File: src/pns_pkg.sv
// ----------------------------------------------------------------------------
// pns_pkg
// Shared types and constants of the slew-rate FIR stimulation monitor.
// ----------------------------------------------------------------------------
package pns_pkg;

  localparam int SAMPLE_W = 16;
  localparam int SLEW_W   = 17;
  localparam int COEF_W   = 16;
  localparam int CIDX_W   = 6;
  localparam int OUT_W    = 40;
  localparam int CFG_W    = 7;
  localparam int PROD_W   = SLEW_W + COEF_W + 1;

  localparam logic [CFG_W-1:0] ACTIVE_TAPS_RST = 7'd64;

  localparam logic OP_SAMPLE = 1'b0;
  localparam logic OP_COEFF  = 1'b1;

  typedef struct packed {
    logic                       operation;
    logic                       first;
    logic signed [SAMPLE_W-1:0] sample;
    logic [CIDX_W-1:0]          coeff_index;
    logic [COEF_W-1:0]          coeff_value;
  } in_word_t;

  typedef struct packed {
    logic                    valid_res;
    logic signed [OUT_W-1:0] pns_value;
    logic [OUT_W-1:0]        peak_pns;
  } out_word_t;

  typedef struct packed {
    logic              shift;
    logic              rot;
    logic              clr;
    logic              wr;
    logic [CIDX_W-1:0] wr_idx;
  } cell_ctrl_t;

  typedef struct packed {
    logic clear;
    logic mul_en;
  } mac_ctrl_t;

endpackage

File: src/pns_cell.sv
// ----------------------------------------------------------------------------
// pns_cell
// One tap of the ring: holds a slew and its kernel weight, shifts new slews
// in from the left and rotates both toward tap zero during accumulation.
// ----------------------------------------------------------------------------
module pns_cell #(
  parameter int IDX = 0
) (
  input  logic                                clk,
  input  logic                                rst_n,
  input  pns_pkg::cell_ctrl_t                 ctrl,
  input  logic [pns_pkg::COEF_W-1:0]          coef_in,
  input  logic signed [pns_pkg::SLEW_W-1:0]   shift_in,
  input  logic signed [pns_pkg::SLEW_W-1:0]   rot_slew_in,
  input  logic [pns_pkg::COEF_W-1:0]          rot_coef_in,
  output logic signed [pns_pkg::SLEW_W-1:0]   slew_o,
  output logic [pns_pkg::COEF_W-1:0]          coef_o
);
  import pns_pkg::*;

  logic signed [SLEW_W-1:0] slew_r, slew_nxt;
  logic [COEF_W-1:0]        coef_r, coef_nxt;
  logic                     sel;

  assign sel = ctrl.wr && (int'(ctrl.wr_idx) == IDX);

  always_comb begin
    slew_nxt = slew_r;
    coef_nxt = coef_r;
    if (ctrl.clr) begin
      slew_nxt = '0;
    end else if (ctrl.shift) begin
      slew_nxt = shift_in;
    end else if (ctrl.rot) begin
      slew_nxt = rot_slew_in;
      coef_nxt = rot_coef_in;
    end
    if (sel) begin
      coef_nxt = coef_in;
    end
  end

  always_ff @(posedge clk) begin
    if (!rst_n) begin
      slew_r <= '0;
      coef_r <= '0;
    end else begin
      slew_r <= slew_nxt;
      coef_r <= coef_nxt;
    end
  end

  assign slew_o = slew_r;
  assign coef_o = coef_r;

endmodule

File: config.mk
export PLATFORM = sky130hd
export DESIGN_NAME = pns_cell
export DESIGN_NICKNAME = d
export VERILOG_FILES = /design/src/pns_pkg.sv /design/src/pns_cell.sv
export SDC_FILE = /design/constraint.sdc
export NUM_CORES = 1
export LEC_CHECK = 0
export BUFFER_PORTS_ARGS = -buffer_cell sky130_fd_sc_hd__buf_2
export CORE_ASPECT_RATIO = 1.4
export CORE_MARGIN = 2
export CORE_UTILIZATION = 44
export DETAILED_ROUTE_END_ITERATION = 12
export PLACE_DENSITY = 0.87
export SLEW_MARGIN = 20
export SYNTH_ARGS = -nofsm -noshare
export SYNTH_HDL_FRONTEND = slang
export SYNTH_SLANG_ARGS = --single-unit
File: constraint.sdc
create_clock -name clk -period 3.3 [get_ports clk]
set_input_delay 0.99 -clock clk [delete_from_list [all_inputs] [get_ports clk]]
set_output_delay 0.99 -clock clk [all_outputs]
set_load 0.01 [all_outputs]
Word-level counts from Yosys, hierarchy flattened --
Index checks and enable logic that the tools add are counted.
Storage, ports and cells: register bits after elaboration 33, output and inout port bits 33, word-level logic and storage cells 17
Operators by class: eq/ne operators 2, multiplexer cells 6, bitwise gates (word level) 1, reductions and logical operators 6
Operator list (number):
- $mux 16 | 4
- $mux 17 | 2
- $logic_not 6->1 | 1
- $ne 2x1->1 const B | 2
- $reduce_bool 2->1 | 2
- $reduce_and 3->1 | 1
- $reduce_or 2->1 | 1
- $logic_and 1x1->1 | 1
- $not 1->1 | 1

Logic depth before layout (Yosys ltp) --
depth in word-level cells 4, mapped depth 6

Least setup slack after synthesis --
Ideal clock, no wire load.
kind input -> register, start point input port ctrl[2] (netlist name), end point register coef_r[14] (netlist: coef_o[14]), library setup time 0.074 ns, data arrival time 2.231 ns, path slack 0.994 ns, cell stages on the path 6, path through or4b_1 > buf_2 > or2_1 > buf_6 > buf_6 > a31oi_1
On the way: word-level cells in the longest chain between the ends 4
Ends and longest elaborated chain:
- start: declaration | line pns_cell.sv:11 | input pns_pkg::cell_ctrl_t ctrl,
- $logic_not 6->1 * | line pns_cell.sv:25 | assign sel = ctrl.wr && (int'(ctrl.wr_idx) == IDX);
- $logic_and 1x1->1 * | line pns_cell.sv:25
- $ne 2x1->1 (no line) or $reduce_bool 2->1 (tied branches)
- $reduce_and 3->1 (no line)
- end signal: assignment | line pns_cell.sv:49 | coef_r <= coef_nxt;
- end: declaration | line pns_cell.sv:22 | logic [COEF_W-1:0] coef_r, coef_nxt;
Every way passes the cells marked *; elsewhere a longest branch is shown, timed or not. A chain may end at the register's enable or synchronous reset.

Worst setup path after layout --
start point input port ctrl[2] (netlist name), end point register coef_r[10] (netlist: coef_o[10])
The elaborated chain is that of the path after synthesis.

==> results.yml <==
run_status:
  run_status: "completed"
synth:
  synth-simple-area-share_pct: 15.01
  yosysUniqueCellTypes: 17
  synthXorXnorAreaFrac_pct: 0
  synth_mux_area_share_pct: 23.19
  synth_top_family_by_area: "multiplexers"
  synth_compound_area_share_pct: 14.13
  seq_area_frac_synth_pct: 42.38
  syn_avg_cell_area_sq_um: 9.117
  syn_nets: 249
  syn_area_sq_um: 1559
  synthCells: 171
  synthAdderAreaFrac_pct: 0
  yosysWarningCount: 0
  synth_seq_cells: 33
setup_path:
  worstReg2RegStart: "slew_o[12]"
  r2r_cells: 3
  r2r-end: "slew_o[12]"
  crit_type: "in -> reg"
  cp.arrival_ns: 2.47
  cpPeakStageDelay_ns: 0.50
  cp-end-kind: "flip-flop"
  r2r_slack_ns: 2.39
  worst-path-buf-inv: 2
  crit_chain: "buf_2, or4b_1, buf_4, or2_1, a31oi_1"
  critPathSlowestCell: "or4b_1"
  crit_family: "simple AND/OR/NAND/NOR gates"
  crit_path_start_kind: "input pin"
  cp_max_fo: 17
  worst_ep_required_time_ns: 3.50
global_route:
  grt-ovfl-total: 0
  antenna_found_initial: 0
  grt_pass1_wl_mm: 6.561
  grt_max_degree: 20
  grt_pass1_vias: 1622
  grt_usage_pct: 21.73
placed_design:
  portBuffers: 110
  routabilityCongestion: 0.7220
  hpwlAfterDp_mm: 3.289
die:
  fp-row-count: 25
  die_w_microns: 54.31
  start_util_pct: 46.15
  core_area_sq_um: 3378
  num_io_pins: 111
  die_area_sq_um: 4042
  die_h_microns: 74.43
min_path:
  worstHoldPathCells: 2
  hold_end: "coef_o[12]"
  hold_start: "coef_o[12]"
  hp-class: "reg -> reg"
layout:
  final_nets: 352
  num_antenna_cells: 0
  syn_to_final_growth_pct: 42.14
  final_layout_size_suffix_gt1_share_pct: 50.18
drt:
  drt-wirelength-per-cell_microns: 13.15
  drc: 0
  ant_nets: 0
  drtIter0Drc: 36
  totalWireLength_mm: 4.142
  vias_per_cell: 5.108
  vias: 1609
  dr.pass1.iters: 4
clock_network:
  clock_path_buffers: 2
  hold_buffers: 0
  clock_sinks: 33
  path_clk_slew_ns: 0.07
  cts_resized: 0
  postCtsSetupRepairBufs: 0
  cts_made_buffers: 5
  cts_tree: "done"
  clk_latency_ns: 0.28
  cts_root_buf: "clkbuf_8"
  htree_levels: 2
flow_run:
  drv_cap: 0
power_and_ir_drop:
  ir_drop_v: 0.0004027
  leakagePower_nw: 1.103
  power_density_nw_per_um2: 429.9
sta:
  max_freq_ghz: 0.4420
  clock_skew_ns: 0
  slew_violations: 0
  fin_crit_ns: 2.263
  finalCritPeriodShare_pct: 68.57
  fin_hold_ws_ns: 0.4711
  grt_setup_unrepaired: "no"
  fin_tns_setup_ns: 0
  finalHoldViolCount: 0
  setup_violations: 0
  slew_headroom_pct: 60.57
  worst_pin_slew_ns: 0.5915
-- how the worst max path moves through the flow --
stage                       start         end  cells after the start
final                     ctrl[2]  coef_o[10]                      5
after global routing      ctrl[2]   coef_o[4]                      5
after CTS                 ctrl[2]  coef_o[10]                      5
after detailed placement  ctrl[2]   coef_o[6]                      5
after global placement    ctrl[2]   coef_o[5]                      5
after floorplan           ctrl[2]  coef_o[14]                      6
-- per-stage QoR --
step / setup slack [ns] / total power [mW] / instances / util, % / instance area, sq um
finish: 1.037 / 0.9525 / 315 / 65.59 / 2216
global route: 0.9527 / 0.9941 / 315 / 65.59 / 2216
global placement: 0.8094 / 0.5765 / 307 / 62.15 / 2100
floorplan: 0.9944 / 0.5107 / 171 / - / 1559
detailed placement: 0.7511 / 0.5816 / 307 / 62.15 / 2100
CTS: 1.054 / 0.9628 / 315 / 65.59 / 2216
-- tightest hold or removal path: stages (launching register included) --
cell and delay (ns):
dfxtp_1 0.31, nand2_1 0.05, a31oi_1 0.07
-- synthesized netlist by cell type --
library cell / n / area share [%]
mux2_2: 17 / 12
buf_1: 3 / 0.72
mux2i_1: 17 / 11
clkbuf_1: 9 / 2.2
or4b_1: 1 / 0.64
dfxtp_1: 33 / 42
buf_6: 2 / 1.4
or3b_1: 1 / 0.56
nand2_1: 32 / 7.7
o31ai_1: 16 / 7.7
buf_2: 3 / 0.96
nand2b_1: 1 / 0.40
or3_1: 1 / 0.40
a31oi_1: 16 / 6.4
nor2_1: 17 / 4.1
or2_1: 1 / 0.40
nor3b_2: 1 / 0.80
-- registers in the layout, summed over array words and instances, names as in the netlist --
register / flops
coef_o: 16
slew_o: 17
-- kinds of logic (layout without fill, tap and decap cells) --
group / Yosys count / in the layout
and+or+nand+nor: 55 / 55
buffers and inverters: 17 / 121
DFF: 33 / 33
muxes: 34 / 34
AOI/OAI and AO/OA: 32 / 32
-- report_power, final --
part / switching [mW] / total [mW] / internal [mW]
clock network: 0.135 / 0.381 / 0.246
logic: 0.0685 / 0.149 / 0.0807
registers: 0.00719 / 0.422 / 0.415
-- per-layer routing --
layer / track usage (%) / routed length [microns] / vias to the layer above
met1: 21.28 / 1556 / 695
li1: - / - / 810
met2: 40.96 / 2120 / 98
met5: 0 / 0 / -
met4: 7.778 / 58 / 0
met3: 6.827 / 406 / 6
-- cells in the final DEF (no fill, tap or decap) --
cell and instances:
a31oi_1 16, buf_2 110, buf_4 3, bufinv_16 1, clkbuf_1 1, clkbuf_8 6
dfxtp_1 33, mux2_2 17, mux2i_1 17, nand2_1 32, nand2b_1 1, nor2_1 17
nor3b_2 1, o31ai_1 16, or2_1 1, or3_1 1, or3b_1 1, or4b_1 1
-- area by class of cell --
cell class | count | area [sq um]
well taps | 40 | 50.05
fillers | 316 | 1162
flip-flops and latches | 33 | 660.6
clock inverters | 1 | 30.03
repair buffers | 113 | 573.1
clock buffers | 7 | 86.33
multi-input cells | 121 | 815.8
(Power assumes the default switching activity.)
