==> config.mk <==
export PLATFORM = sky130hd
export DESIGN_NAME = pns_mac
export DESIGN_NICKNAME = d
export VERILOG_FILES = /design/src/pns_pkg.sv /design/src/pns_mac.sv
export SDC_FILE = /design/constraint.sdc
export NUM_CORES = 1
export LEC_CHECK = 0
export ABC_AREA = 0
export BUFFER_PORTS_ARGS = -buffer_cell sky130_fd_sc_hd__buf_2
export CORE_MARGIN = 2
export CORE_UTILIZATION = 65
export DETAILED_ROUTE_END_ITERATION = 16
export HOLD_SLACK_MARGIN = 0.03
export MAX_ROUTING_LAYER = met4
export PLACE_DENSITY = 0.85
export REMOVE_ABC_BUFFERS = 1
export SLEW_MARGIN = 15
export SYNTH_ARGS = -nofsm -noshare
export SYNTH_HDL_FRONTEND = slang
export SYNTH_SLANG_ARGS = --single-unit
==> constraint.sdc <==
create_clock -name clk -period 7.39 [get_ports clk]
set_clock_uncertainty 0.05 [all_clocks]
set_input_delay 0 -clock clk [delete_from_list [all_inputs] [get_ports clk]]
set_output_delay 0 -clock clk [all_outputs]
set_load 0.05 [all_outputs]
==> src/pns_pkg.sv <==
// ----------------------------------------------------------------------------
// pns_pkg
// Shared types and constants of the slew-rate FIR stimulation monitor.
// ----------------------------------------------------------------------------
package pns_pkg;

  localparam int SAMPLE_W = 16;
  localparam int SLEW_W   = 17;
  localparam int COEF_W   = 16;
  localparam int CIDX_W   = 6;
  localparam int OUT_W    = 40;
  localparam int CFG_W    = 7;
  localparam int PROD_W   = SLEW_W + COEF_W + 1;

  localparam logic [CFG_W-1:0] ACTIVE_TAPS_RST = 7'd64;

  localparam logic OP_SAMPLE = 1'b0;
  localparam logic OP_COEFF  = 1'b1;

  typedef struct packed {
    logic                       operation;
    logic                       first;
    logic signed [SAMPLE_W-1:0] sample;
    logic [CIDX_W-1:0]          coeff_index;
    logic [COEF_W-1:0]          coeff_value;
  } in_word_t;

  typedef struct packed {
    logic                    valid_res;
    logic signed [OUT_W-1:0] pns_value;
    logic [OUT_W-1:0]        peak_pns;
  } out_word_t;

  typedef struct packed {
    logic              shift;
    logic              rot;
    logic              clr;
    logic              wr;
    logic [CIDX_W-1:0] wr_idx;
  } cell_ctrl_t;

  typedef struct packed {
    logic clear;
    logic mul_en;
  } mac_ctrl_t;

endpackage

==> src/pns_mac.sv <==
// ----------------------------------------------------------------------------
// pns_mac
// Registered multiply of the tap at the head of the ring, accumulation,
// and saturation of the sum to the output width.
// ----------------------------------------------------------------------------
module pns_mac #(
  parameter int TAPS = 64
) (
  input  logic                               clk,
  input  logic                               rst_n,
  input  pns_pkg::mac_ctrl_t                 ctrl,
  input  logic signed [pns_pkg::SLEW_W-1:0]  slew_i,
  input  logic [pns_pkg::COEF_W-1:0]         coef_i,
  output logic signed [pns_pkg::OUT_W-1:0]   sum_o
);
  import pns_pkg::*;

  localparam int ACC_W = PROD_W + $clog2(TAPS);
  localparam int EXT_W = (ACC_W > OUT_W) ? ACC_W : OUT_W + 1;
  localparam logic signed [EXT_W-1:0] SUM_MAX =
    {{(EXT_W-OUT_W+1){1'b0}}, {(OUT_W-1){1'b1}}};
  localparam logic signed [EXT_W-1:0] SUM_MIN =
    {{(EXT_W-OUT_W+1){1'b1}}, {(OUT_W-1){1'b0}}};

  logic signed [PROD_W-1:0] prod_r;
  logic                     prod_en_r;
  logic signed [ACC_W-1:0]  acc_r, acc_nxt;
  logic signed [EXT_W-1:0]  acc_ext, sat;

  always_comb begin
    acc_nxt = acc_r;
    if (ctrl.clear) begin
      acc_nxt = '0;
    end else if (prod_en_r) begin
      acc_nxt = acc_r + ACC_W'(prod_r);
    end
  end

  always_ff @(posedge clk) begin
    if (!rst_n) begin
      prod_en_r <= 1'b0;
    end else begin
      prod_en_r <= ctrl.mul_en;
    end
  end

  always_ff @(posedge clk) begin
    prod_r <= PROD_W'(slew_i) * PROD_W'($signed({1'b0, coef_i}));
    acc_r  <= acc_nxt;
  end

  assign acc_ext = EXT_W'(acc_r);

  always_comb begin
    if (acc_ext > SUM_MAX) begin
      sat = SUM_MAX;
    end else if (acc_ext < SUM_MIN) begin
      sat = SUM_MIN;
    end else begin
      sat = acc_ext;
    end
  end

  assign sum_o = sat[OUT_W-1:0];

endmodule

==> Yosys cells after proc, flatten, opt, wreduce, memory -nomap -nowiden <==
Cells that the tools add are included.
{ "word_totals": {"word_cells": 9, "input_bits": 37, "out_inout_bits": 40, "ff_bits": 75} }
{ "op_classes": {"magnitude_cmp": 2, "mux": 2, "multipliers": 1, "addsub": 1} }
{ "op_table": {"columns": ["operator", "n"], "rows": [
  ["40-bit two-way mux", 2],
  ["40-bit by 34-bit adder with 40-bit output", 1],
  ["40-bit greater-than comparator (second input constant)", 1],
  ["40-bit less-than comparator (second input constant)", 1],
  ["17-bit by 17-bit multiplier with 34-bit output", 1]
]} }

==> Logic depth before layout (Yosys ltp) <==
Gate-level depths: netlist (run 1).
{ "depth": {"depth_word": 3, "ltp_mapped": 25, "ltp_nobuf": 23} }

==> Least setup slack after synthesis (run 1) <==
Ideal clock, no wire load.
{ "synth_path": {"kind": "input to register", "start": "input coef_i[8] (netlist bit)", "end": "register prod_r[32]", "cell_stages": 23, "required_time_ps": 7213, "path_buffers": 3, "arrival_ps": 5688, "setup_ps": 127, "path_slack_ps": 1525, "path_cell_list": "clkbuf_1 -> clkbuf_1 -> nand2_1 -> fa_1 -> inv_1 -> fa_1 -> fa_1 -> fa_1 -> fa_1 -> inv_1 -> fa_1 -> inv_1 -> ha_1 -> clkbuf_1 -> a21oi_1 -> o21bai_1 -> a21oi_1 -> o21ai_0 -> or3_1 -> o2111ai_1 -> o21ai_1 -> nor4b_1 -> or3_1"} }
{ "synth_between": {"elab_chain_len": 1} }
{ "synth_lines": {"columns": ["item", "line_no", "source"], "rows": [
  ["start, declared", "pns_mac.sv:13", "input logic [pns_pkg::COEF_W-1:0] coef_i,"],
  ["17-bit by 17-bit multiplier with 34-bit output", "pns_mac.sv:48", "prod_r <= PROD_W'(slew_i) * PROD_W'($signed({1'b0, coef_i}));"],
  ["end signal, assigned", "pns_mac.sv:48", null],
  ["end, declared", "pns_mac.sv:25", "logic signed [PROD_W-1:0] prod_r;"]
]} }
Every way passes these cells.
A chain may end at the register's enable or synchronous reset.

==> Final worst setup path (run 1) <==
{ "layout_path": {"start": "input coef_i[2] (netlist bit)", "end": "register prod_r[32]"} }
Same word-level chain as after synthesis.

==> impl_metrics.json, run 1 <==
{
  "status": "finished clean",
  "gp_congestion": 0.9444,
  "r2r_end": "acc_r[36]",
  "clock.fmax_mhz": 169.6,
  "start_util_pct": 66.45,
  "postCtsSetupBuffers": 0,
  "cp_cell_sequence": "buf_2, nand2_1, fa_1, fa_1, fa_1, inv_1, fa_1, fa_1, inv_1, fa_1, inv_1, ha_1, a21o_1, a21o_1, a21oi_1, o21ai_0, or3_1, o2111ai_1, o21ai_1, nor4b_1, or3_1",
  "synth-edff-count": 0,
  "min_from": "slew_i[0]",
  "cp_slowest_cell": "fa_1",
  "fin_tns_setup_ns": 0,
  "maxSlewViolCount": 0,
  "drive_above_1_share_pct": 5.906,
  "postSynth.asyncResetShare_pct": 0,
  "crit_path_end_kind": "flip-flop",
  "worst-endpoint-required_ns": 7.56,
  "ys_top_cells_by_area": "fa_1 37%, ha_1 10%, dfxtp_1 9.9%, inv_1 9.5%, nand2_1 4.9%",
  "critical-path-max-stage-delay_ns": 0.54,
  "synth.distinct_cells": 68,
  "num_vias": 11478,
  "postRouteAntennaNets": 0,
  "maxSlewHeadroom_pct": 56.04,
  "min_period_ns": 5.896,
  "cp-start-kind": "primary input",
  "r2r_start": "acc_r[0]",
  "nets": 2199,
  "netlist_instances": 1762,
  "clock_path_buffers": 2,
  "yosysSeqAreaShare_pct": 9.949,
  "clock_sinks": 75,
  "h-tree-depth": 3,
  "die_w_um": 156.4,
  "synth_xor_area_share_pct": 2.844,
  "synth_fa_ha_area_share_pct": 47.59,
  "final_hold_viol_count": 0,
  "grt-ovfl-total": 0,
  "cts_made_buffers": 9,
  "drtIter0Drc": 752,
  "netlist_area_mm2": 0.01509,
  "die_height_um": 156.4,
  "synth_seq_cells": 75,
  "grt_pass1_wl_um": 56660,
  "placementRows": 55,
  "worstHoldPathType": "primary input to flip-flop",
  "setup_viol": 0,
  "reg2reg_depth": 12,
  "ys.flop_type": "dfxtp_1",
  "ctsHoldBuffers": 2,
  "drc": 0,
  "clkTransAtPathRegs_ns": 0.06,
  "avgRoutedWirePerCell_um": 16.55,
  "muxShareOfSynthArea_pct": 1.526,
  "dp_hpwl_um": 28300,
  "hold_depth": 2,
  "rsz0062_at_grt": "no",
  "grt_use_total_pct": 29.94,
  "yosys.area.top_type": "fa_1",
  "wirelength_um": 33860,
  "syn2layout_area_growth_pct": 4.825,
  "top_level_ports": 77,
  "yosys.cell_count.top_type": "inv_1",
  "synth_compound_area_share_pct": 9.717,
  "synth_top_family_by_area": "adder cells",
  "path_common_cell": "fa_1",
  "via_per_inst": 5.610,
  "port_buffers": 76,
  "antenna_found_initial": 0,
  "timing.final.crit_share_pct": 79.79,
  "r2r_slack_ns": 3.84,
  "path_buf_inv": 4,
  "ctsRootBufferMaster": "clkbuf_16",
  "worst_pin_slew_ns": 0.6491,
  "min_to": "prod_r[0]",
  "yosysTopAreaCellShare_pct": 37.14,
  "synth_common_cells": "383 x inv_1, 280 x fa_1, 198 x nand2_1",
  "core-area_mm2": 0.02271,
  "diodes": 0,
  "grt_max_degree": 57,
  "ys_warn_count": 0,
  "drv_cap": 0,
  "syn_avg_cell_area_um2": 8.565,
  "drtPass1Iterations": 8,
  "insertion_delay_ns": 0.34,
  "crit_type": "primary input to flip-flop",
  "yosys.area_share.simple_pct": 16.43,
  "cts_tree": "done",
  "cts_resized": 0,
  "crit_fanout": 17,
  "critPathTopFamily": "adder cells",
  "grt_pass1_vias": 11903,
  "dieArea_mm2": 0.02445,
  "crit_arrival_ns": 6.07
}
-- flip-flops by register name, indices dropped and copies added, names as in the netlist --
signal,flops
prod_en_r,1
prod_r,34
acc_r,40
-- worst register-to-register path, cell delays in order (launching register included) --
cell and delay [ns]:
dfxtp_1 0.34, ha_1 0.19, inv_1 0.06, fa_1 0.41
nor2b_1 0.21, o31ai_1 0.11, a211o_1 0.29, a211oi_1 0.52
o21a_1 0.23, o211ai_1 0.22, o211ai_1 0.32, a31oi_1 0.13
or3_1 0.35
-- placed cells by master (no fill, tap or decap), types with 29 or more instances in the layout --
cell type,Yosys,final
ha_1,126,126
nor2_1,86,86
dfxtp_1,75,74
fa_1,280,280
xnor2_1,35,35
a21oi_1,64,64
buf_2,0,76
a21o_1,29,29
inv_1,383,383
and2_1,115,115
nand2_1,198,198
o21ai_0,35,35
-- final cells by class --
cell class	instances	area [um2]
Clock buffer	10	229.0
Clock inverter	6	90.09
Fill cell	1746	6890
Inverter	383	1438
Multi-Input combinational cell	1207	11790
Sequential cell	75	1503
Tap cell	285	356.6
Timing Repair Buffer	80	415.4
-- cells by family (layout without fill, tap and decap cells) --
logic type,count (synthesis),count (layout)
flip-flops,75,75
buffers and inverters,480,479
AND/OR/NAND/NOR,508,508
multiplexers,23,23
AO/OA/AOI/OAI,221,221
XOR/XNOR,49,49
adder cells (fa/ha/maj),406,406
-- worst max path at each step --
| stage | start | to | slack, ns | depth (start not counted) |
|---|---|---|---|---|
| global placement | slew_i[8] | prod_r[32] | 1.33 | 22 |
| floorplan | slew_i[8] | prod_r[32] | 1.89 | 21 |
| CTS | coef_i[2] | prod_r[32] | 1.53 | 21 |
| detailed placement | coef_i[2] | prod_r[32] | 1.17 | 21 |
| global route | coef_i[2] | prod_r[32] | 1.24 | 20 |
| finish | coef_i[2] | prod_r[32] | 1.49 | 21 |
-- through the flow --
stage	cell area, um2	utilization [%]	hold WS [ns]	instances	worst slack (ns)
3_3_place_gp	15480	68.17	0.1584	2028	1.329
6_report	15820	69.66	0.07137	2046	1.494
4_1_cts	15820	69.66	0.06143	2046	1.530
2_1_floorplan	14730	-	0.01907	1665	1.891
5_1_grt	15820	69.66	0.07840	2046	1.243
3_5_place_dp	15480	68.17	0.1581	2028	1.174
-- per-layer routing --
| layer | share of wire, % | GRT usage [%] | vias to the layer above |
|---|---|---|---|
| li1 | - | - | 5381 |
| met1 | 44 | 40.44 | 5571 |
| met2 | 46 | 47.77 | 470 |
| met3 | 8.3 | 5.262 | 56 |
| met4 | 1.6 | 6.946 | 0 |
| met5 | 0 | - | - |
Power of run 1 is not shown: default switching activity piles up to over one toggle a cycle in this logic, so the estimate is an artifact.
==> run 2, diff against run 1 <==
==> constraint.sdc (replaced) <==
create_clock -name clk -period 5.7 [get_ports clk]
set_clock_uncertainty 0.05 [all_clocks]
set_input_delay 0 -clock clk [delete_from_list [all_inputs] [get_ports clk]]
set_output_delay 0 -clock clk [all_outputs]
set_load 0.05 [all_outputs]
==> impl_metrics.json, run 2 (synthesis results as in run 1) <==
{
  "final_hold_viol_count": 0,
  "crit_type": "primary input to flip-flop",
  "insertion_delay_ns": 0.34,
  "hold_depth": 2,
  "maxSlewViolCount": 0,
  "reg2reg_depth": 12,
  "start_util_pct": 66.45,
  "syn2layout_area_growth_pct": 9.004,
  "wirelength_um": 33900,
  "crit_path_end_kind": "flip-flop",
  "postRouteAntennaNets": 0,
  "worst-endpoint-required_ns": 5.87,
  "via_per_inst": 5.575,
  "crit_fanout": 7,
  "diodes": 0,
  "status": "finished clean",
  "num_vias": 11818,
  "cts_tree": "done",
  "grt_pass1_vias": 12488,
  "fin_area_mm2": 0.01645,
  "clock_path_buffers": 2,
  "timing.final.crit_share_pct": 96.76,
  "placementRows": 55,
  "cts_made_buffers": 9,
  "setup_viol": 0,
  "regMostFlops": "acc_r",
  "antenna_found_initial": 0,
  "clkTransAtPathRegs_ns": 0.06,
  "placed_area_mm2": 0.01605,
  "largest_reg_flops": 40,
  "drc": 0,
  "top_level_ports": 77,
  "largest_registers": "acc_r (40), prod_r (34), prod_en_r (1)",
  "grt_use_total_pct": 29.98,
  "maxSlewHeadroom_pct": 56.19,
  "die_height_um": 156.4,
  "ctsRootBufferMaster": "clkbuf_16",
  "min_period_ns": 5.515,
  "dieArea_mm2": 0.02445,
  "clock_sinks": 75,
  "drive_above_1_share_pct": 9.918,
  "final_common_cell": "inv_1",
  "port_buffers": 76,
  "crit_arrival_ns": 5.69,
  "final_util_pct": 72.44,
  "layout.cells.most_common_list": "382 x inv_1, 280 x fa_1, 198 x nand2_1",
  "grt_pass1_wl_um": 57300,
  "gp_congestion": 0.9388,
  "clock.fmax_mhz": 181.3,
  "drtIter0Drc": 715,
  "worstHoldPathType": "primary input to flip-flop",
  "nets": 2274,
  "drv_cap": 0,
  "nFillCells": 1657,
  "die_w_um": 156.4,
  "cp-start-kind": "primary input",
  "core-area_mm2": 0.02271,
  "grt-ovfl-total": 0,
  "drtPass1Iterations": 5,
  "h-tree-depth": 3,
  "grt_max_degree": 57,
  "avgRoutedWirePerCell_um": 15.99,
  "dp_hpwl_um": 28870,
  "worst_pin_slew_ns": 0.6469
}
[run 2: cell count changes in the layout (fill, tap and decap cells not counted), sizes merged]
cell,change
clkbuf,+1
bufinv,+1
buf,+75
clkinv,-2
inv,-1
[run 2: area by class of cell]
cell class,instances,area [um2],area share [%]
Inverter,383,1441,8.762
Timing Repair Buffer,155,1003,6.100
Sequential cell,75,1503,9.135
Tap cell,285,356.6,2.168
Clock buffer,11,242.7,1.476
Clock inverter,4,98.84,0.6009
Multi-Input combinational cell,1207,11800,71.76
[run 2: path summary, 6_finish.rpt]
check,from,endpoint,slack [ns]
setup / recovery,coef_i[5],prod_r[32],0.18
hold / removal,slew_i[0],prod_r[0],0.05
setup reg to reg,acc_r[0],acc_r[36],2.13
hold reg to reg,acc_r[35],acc_r[35],0.44
[run 2: repair_timing]
action	4_1_cts	5_1_grt
buffers inserted	0	1
hold buffers	2	0
resized for setup	0	4
endpoints found under the hold margin	1	0
endpoints found under the setup margin	0	1
[run 2: stage by stage]
stage / hold slack, ns / instances / TNS, ns / setup slack [ns]
5_1_grt: 0.07215 / 2120 / -0.003747 / -0.003747
6_report: 0.04882 / 2120 / 0 / 0.1848
3_5_place_dp: 0.1634 / 2102 / -0.3598 / -0.1726
2_1_floorplan: 0.01907 / 1665 / 0 / 0.2011
4_1_cts: 0.03986 / 2119 / 0 / 0.1864
3_3_place_gp: 0.1558 / 2102 / -0.1399 / -0.09326
[run 2: critical path: stages]
cell and delay (ns):
buf_2 0.14, buf_4 0.16, and2_1 0.17, fa_1 0.54
inv_1 0.05, fa_1 0.47, inv_1 0.06, fa_1 0.50
fa_1 0.52, fa_1 0.49, inv_1 0.05, fa_1 0.47
inv_1 0.04, ha_1 0.30, a21oi_1 0.15, o21bai_1 0.07
a21oi_1 0.15, o21ai_0 0.13, or3_1 0.37, o2111ai_2 0.21
o21ai_1 0.13, nor4b_1 0.17, or3_1 0.36
[run 2: layer usage]
metal	wire length (um)	track usage [%]
met3	2302	4.016
met4	766	7.820
met5	0	-
met1	14720	38.73
met2	16110	50.35
Power of run 2 is left out for the same reason.
==> run 3, diff against run 2 <==
--- a/config.mk
+++ b/config.mk
@@ -8,11 +8,11 @@
 export ABC_AREA = 0
 export BUFFER_PORTS_ARGS = -buffer_cell sky130_fd_sc_hd__buf_2
 export CORE_MARGIN = 2
-export CORE_UTILIZATION = 65
+export CORE_UTILIZATION = 40
 export DETAILED_ROUTE_END_ITERATION = 16
 export HOLD_SLACK_MARGIN = 0.03
 export MAX_ROUTING_LAYER = met4
-export PLACE_DENSITY = 0.85
+export PLACE_DENSITY = 0.57
 export REMOVE_ABC_BUFFERS = 1
 export SLEW_MARGIN = 15
 export SYNTH_ARGS = -nofsm -noshare
==> impl_metrics.json, run 3 (synthesis results as in run 1) <==
{
  "ctsRootBufferMaster": "clkbuf_16",
  "core-area_mm2": 0.03740,
  "post-place-ws_ns": -0.2264,
  "maxSlewViolCount": 0,
  "holdWs_ns": 0.07850,
  "top_level_ports": 77,
  "status": "finished clean",
  "largest_reg_flops": 40,
  "cts_tree": "done",
  "crit_arrival_ns": 5.62,
  "fin_area_mm2": 0.01691,
  "path_buf_inv": 7,
  "maxSlewHeadroom_pct": 50.31,
  "h-tree-depth": 3,
  "crit_type": "primary input to flip-flop",
  "wirelength_um": 34170,
  "nets": 2301,
  "placementRows": 71,
  "via_per_inst": 4.754,
  "grt_pass1_wl_um": 59460,
  "worstHoldPathType": "primary input to flip-flop",
  "die_height_um": 198.2,
  "min_from": "slew_i[0]",
  "final_util_pct": 45.21,
  "crit_path_start": "coef_i[2]",
  "cp_slowest_cell": "fa_1",
  "cp_cell_sequence": "clkbuf_4, and2_2, fa_1, inv_1, fa_1, inv_1, fa_1, inv_1, fa_1, fa_1, fa_1, inv_1, ha_1, nand4_1, nor2_2, and3_1, o211a_1, o2111ai_2, buf_4, o21ai_2, buf_4, nor4b_4, or3_1",
  "drv_cap": 0,
  "crit_path_end_kind": "flip-flop",
  "rsz0062_at_grt": "yes",
  "cts_made_buffers": 9,
  "drive_above_1_share_pct": 11.59,
  "placed_area_mm2": 0.01652,
  "final_hold_viol_count": 0,
  "syn2layout_area_growth_pct": 12.04,
  "worst-endpoint-required_ns": 5.87,
  "dp_hpwl_um": 29990,
  "die_w_um": 198.2,
  "final_common_cell": "inv_1",
  "worst_pin_slew_ns": 0.7337,
  "clkTransAtPathRegs_ns": 0.06,
  "worst_slack_ns": 0.2509,
  "r2r_start": "acc_r[0]",
  "antenna_found_initial": 0,
  "path_common_cell": "fa_1",
  "drtIter0Drc": 446,
  "critPathTopFamily": "adder cells",
  "diodes": 0,
  "num_vias": 11287,
  "grt_max_degree": 57,
  "grt-ovfl-total": 0,
  "gp_congestion": 0.8609,
  "timing.final.crit_share_pct": 95.60,
  "critical-path-max-stage-delay_ns": 0.55,
  "grt_use_total_pct": 19.24,
  "insertion_delay_ns": 0.34,
  "grt_pass1_vias": 12235,
  "drtPass1Iterations": 5,
  "largest_registers": "acc_r (40), prod_r (34), prod_en_r (1)",
  "dieArea_mm2": 0.03930,
  "start_util_pct": 40.35,
  "regMostFlops": "acc_r",
  "avgRoutedWirePerCell_um": 14.40,
  "crit_fanout": 9,
  "min_period_ns": 5.449,
  "clock_sinks": 75,
  "clock.fmax_mhz": 183.5,
  "port_buffers": 76,
  "setup_viol": 0,
  "cp-start-kind": "primary input",
  "postRouteAntennaNets": 0,
  "layout.cells.most_common_list": "383 x inv_1, 280 x fa_1, 198 x nand2_1",
  "drc": 0,
  "clock_path_buffers": 2
}
[run 3: changes by cell type in the layout (fill, tap and decap cells not counted), moves of 2 or more]
| cell | previous run | this run |
|---|---|---|
| buf_4 | 75 | 103 |
| buf_2 | 76 | 73 |
| clkbuf_4 | 0 | 3 |
| buf_12 | 2 | 0 |
| bufinv_16 | 3 | 1 |
| clkinvlp_4 | 1 | 3 |
| o21ai_2 | 0 | 2 |
[run 3: final timing paths]
kind,to,slack [ns],cells past startpoint
setup / recovery,prod_r[32],0.25,23
hold / removal,prod_r[0],0.08,2
setup reg to reg,acc_r[36],2.15,12
hold reg to reg,acc_r[24],0.43,2
[run 3: final cells by class]
| type | count | area, um2 |
|---|---|---|
| Multi-Input combinational cell | 1207 | 11840 |
| Timing Repair Buffer | 182 | 1192 |
| Inverter | 383 | 1438 |
| Clock buffer | 10 | 229.0 |
| Sequential cell | 75 | 1503 |
| Tap cell | 511 | 639.4 |
| Fill cell | 3769 | 20490 |
| Clock inverter | 6 | 66.31 |
[run 3: repair_timing]
item                                   CTS  global route
endpoints found under the hold margin    1             0
hold buffers                             2             0
setup endpoints to repair                0             4
buffers inserted                         0             1
resized for setup                        0            16
[run 3: per-layer routing]
layer | vias to the layer above | part of all wire, % | GRT usage [%]
met4 | 0 | 1.7 | 4.010
li1 | 5589 | - | -
met2 | 186 | 46 | 31.83
met1 | 5471 | 49 | 25.66
met3 | 41 | 3.4 | 1.993
met5 | - | 0 | -
[run 3: through the flow]
step	TNS, ns	std cells
4_1_cts	0	2373
5_1_grt	-0.02284	2374
2_1_floorplan	0	1665
3_5_place_dp	-0.7189	2355
6_report	0	2374
3_3_place_gp	-0.3465	2355
Power of run 3 is left out for the same reason.
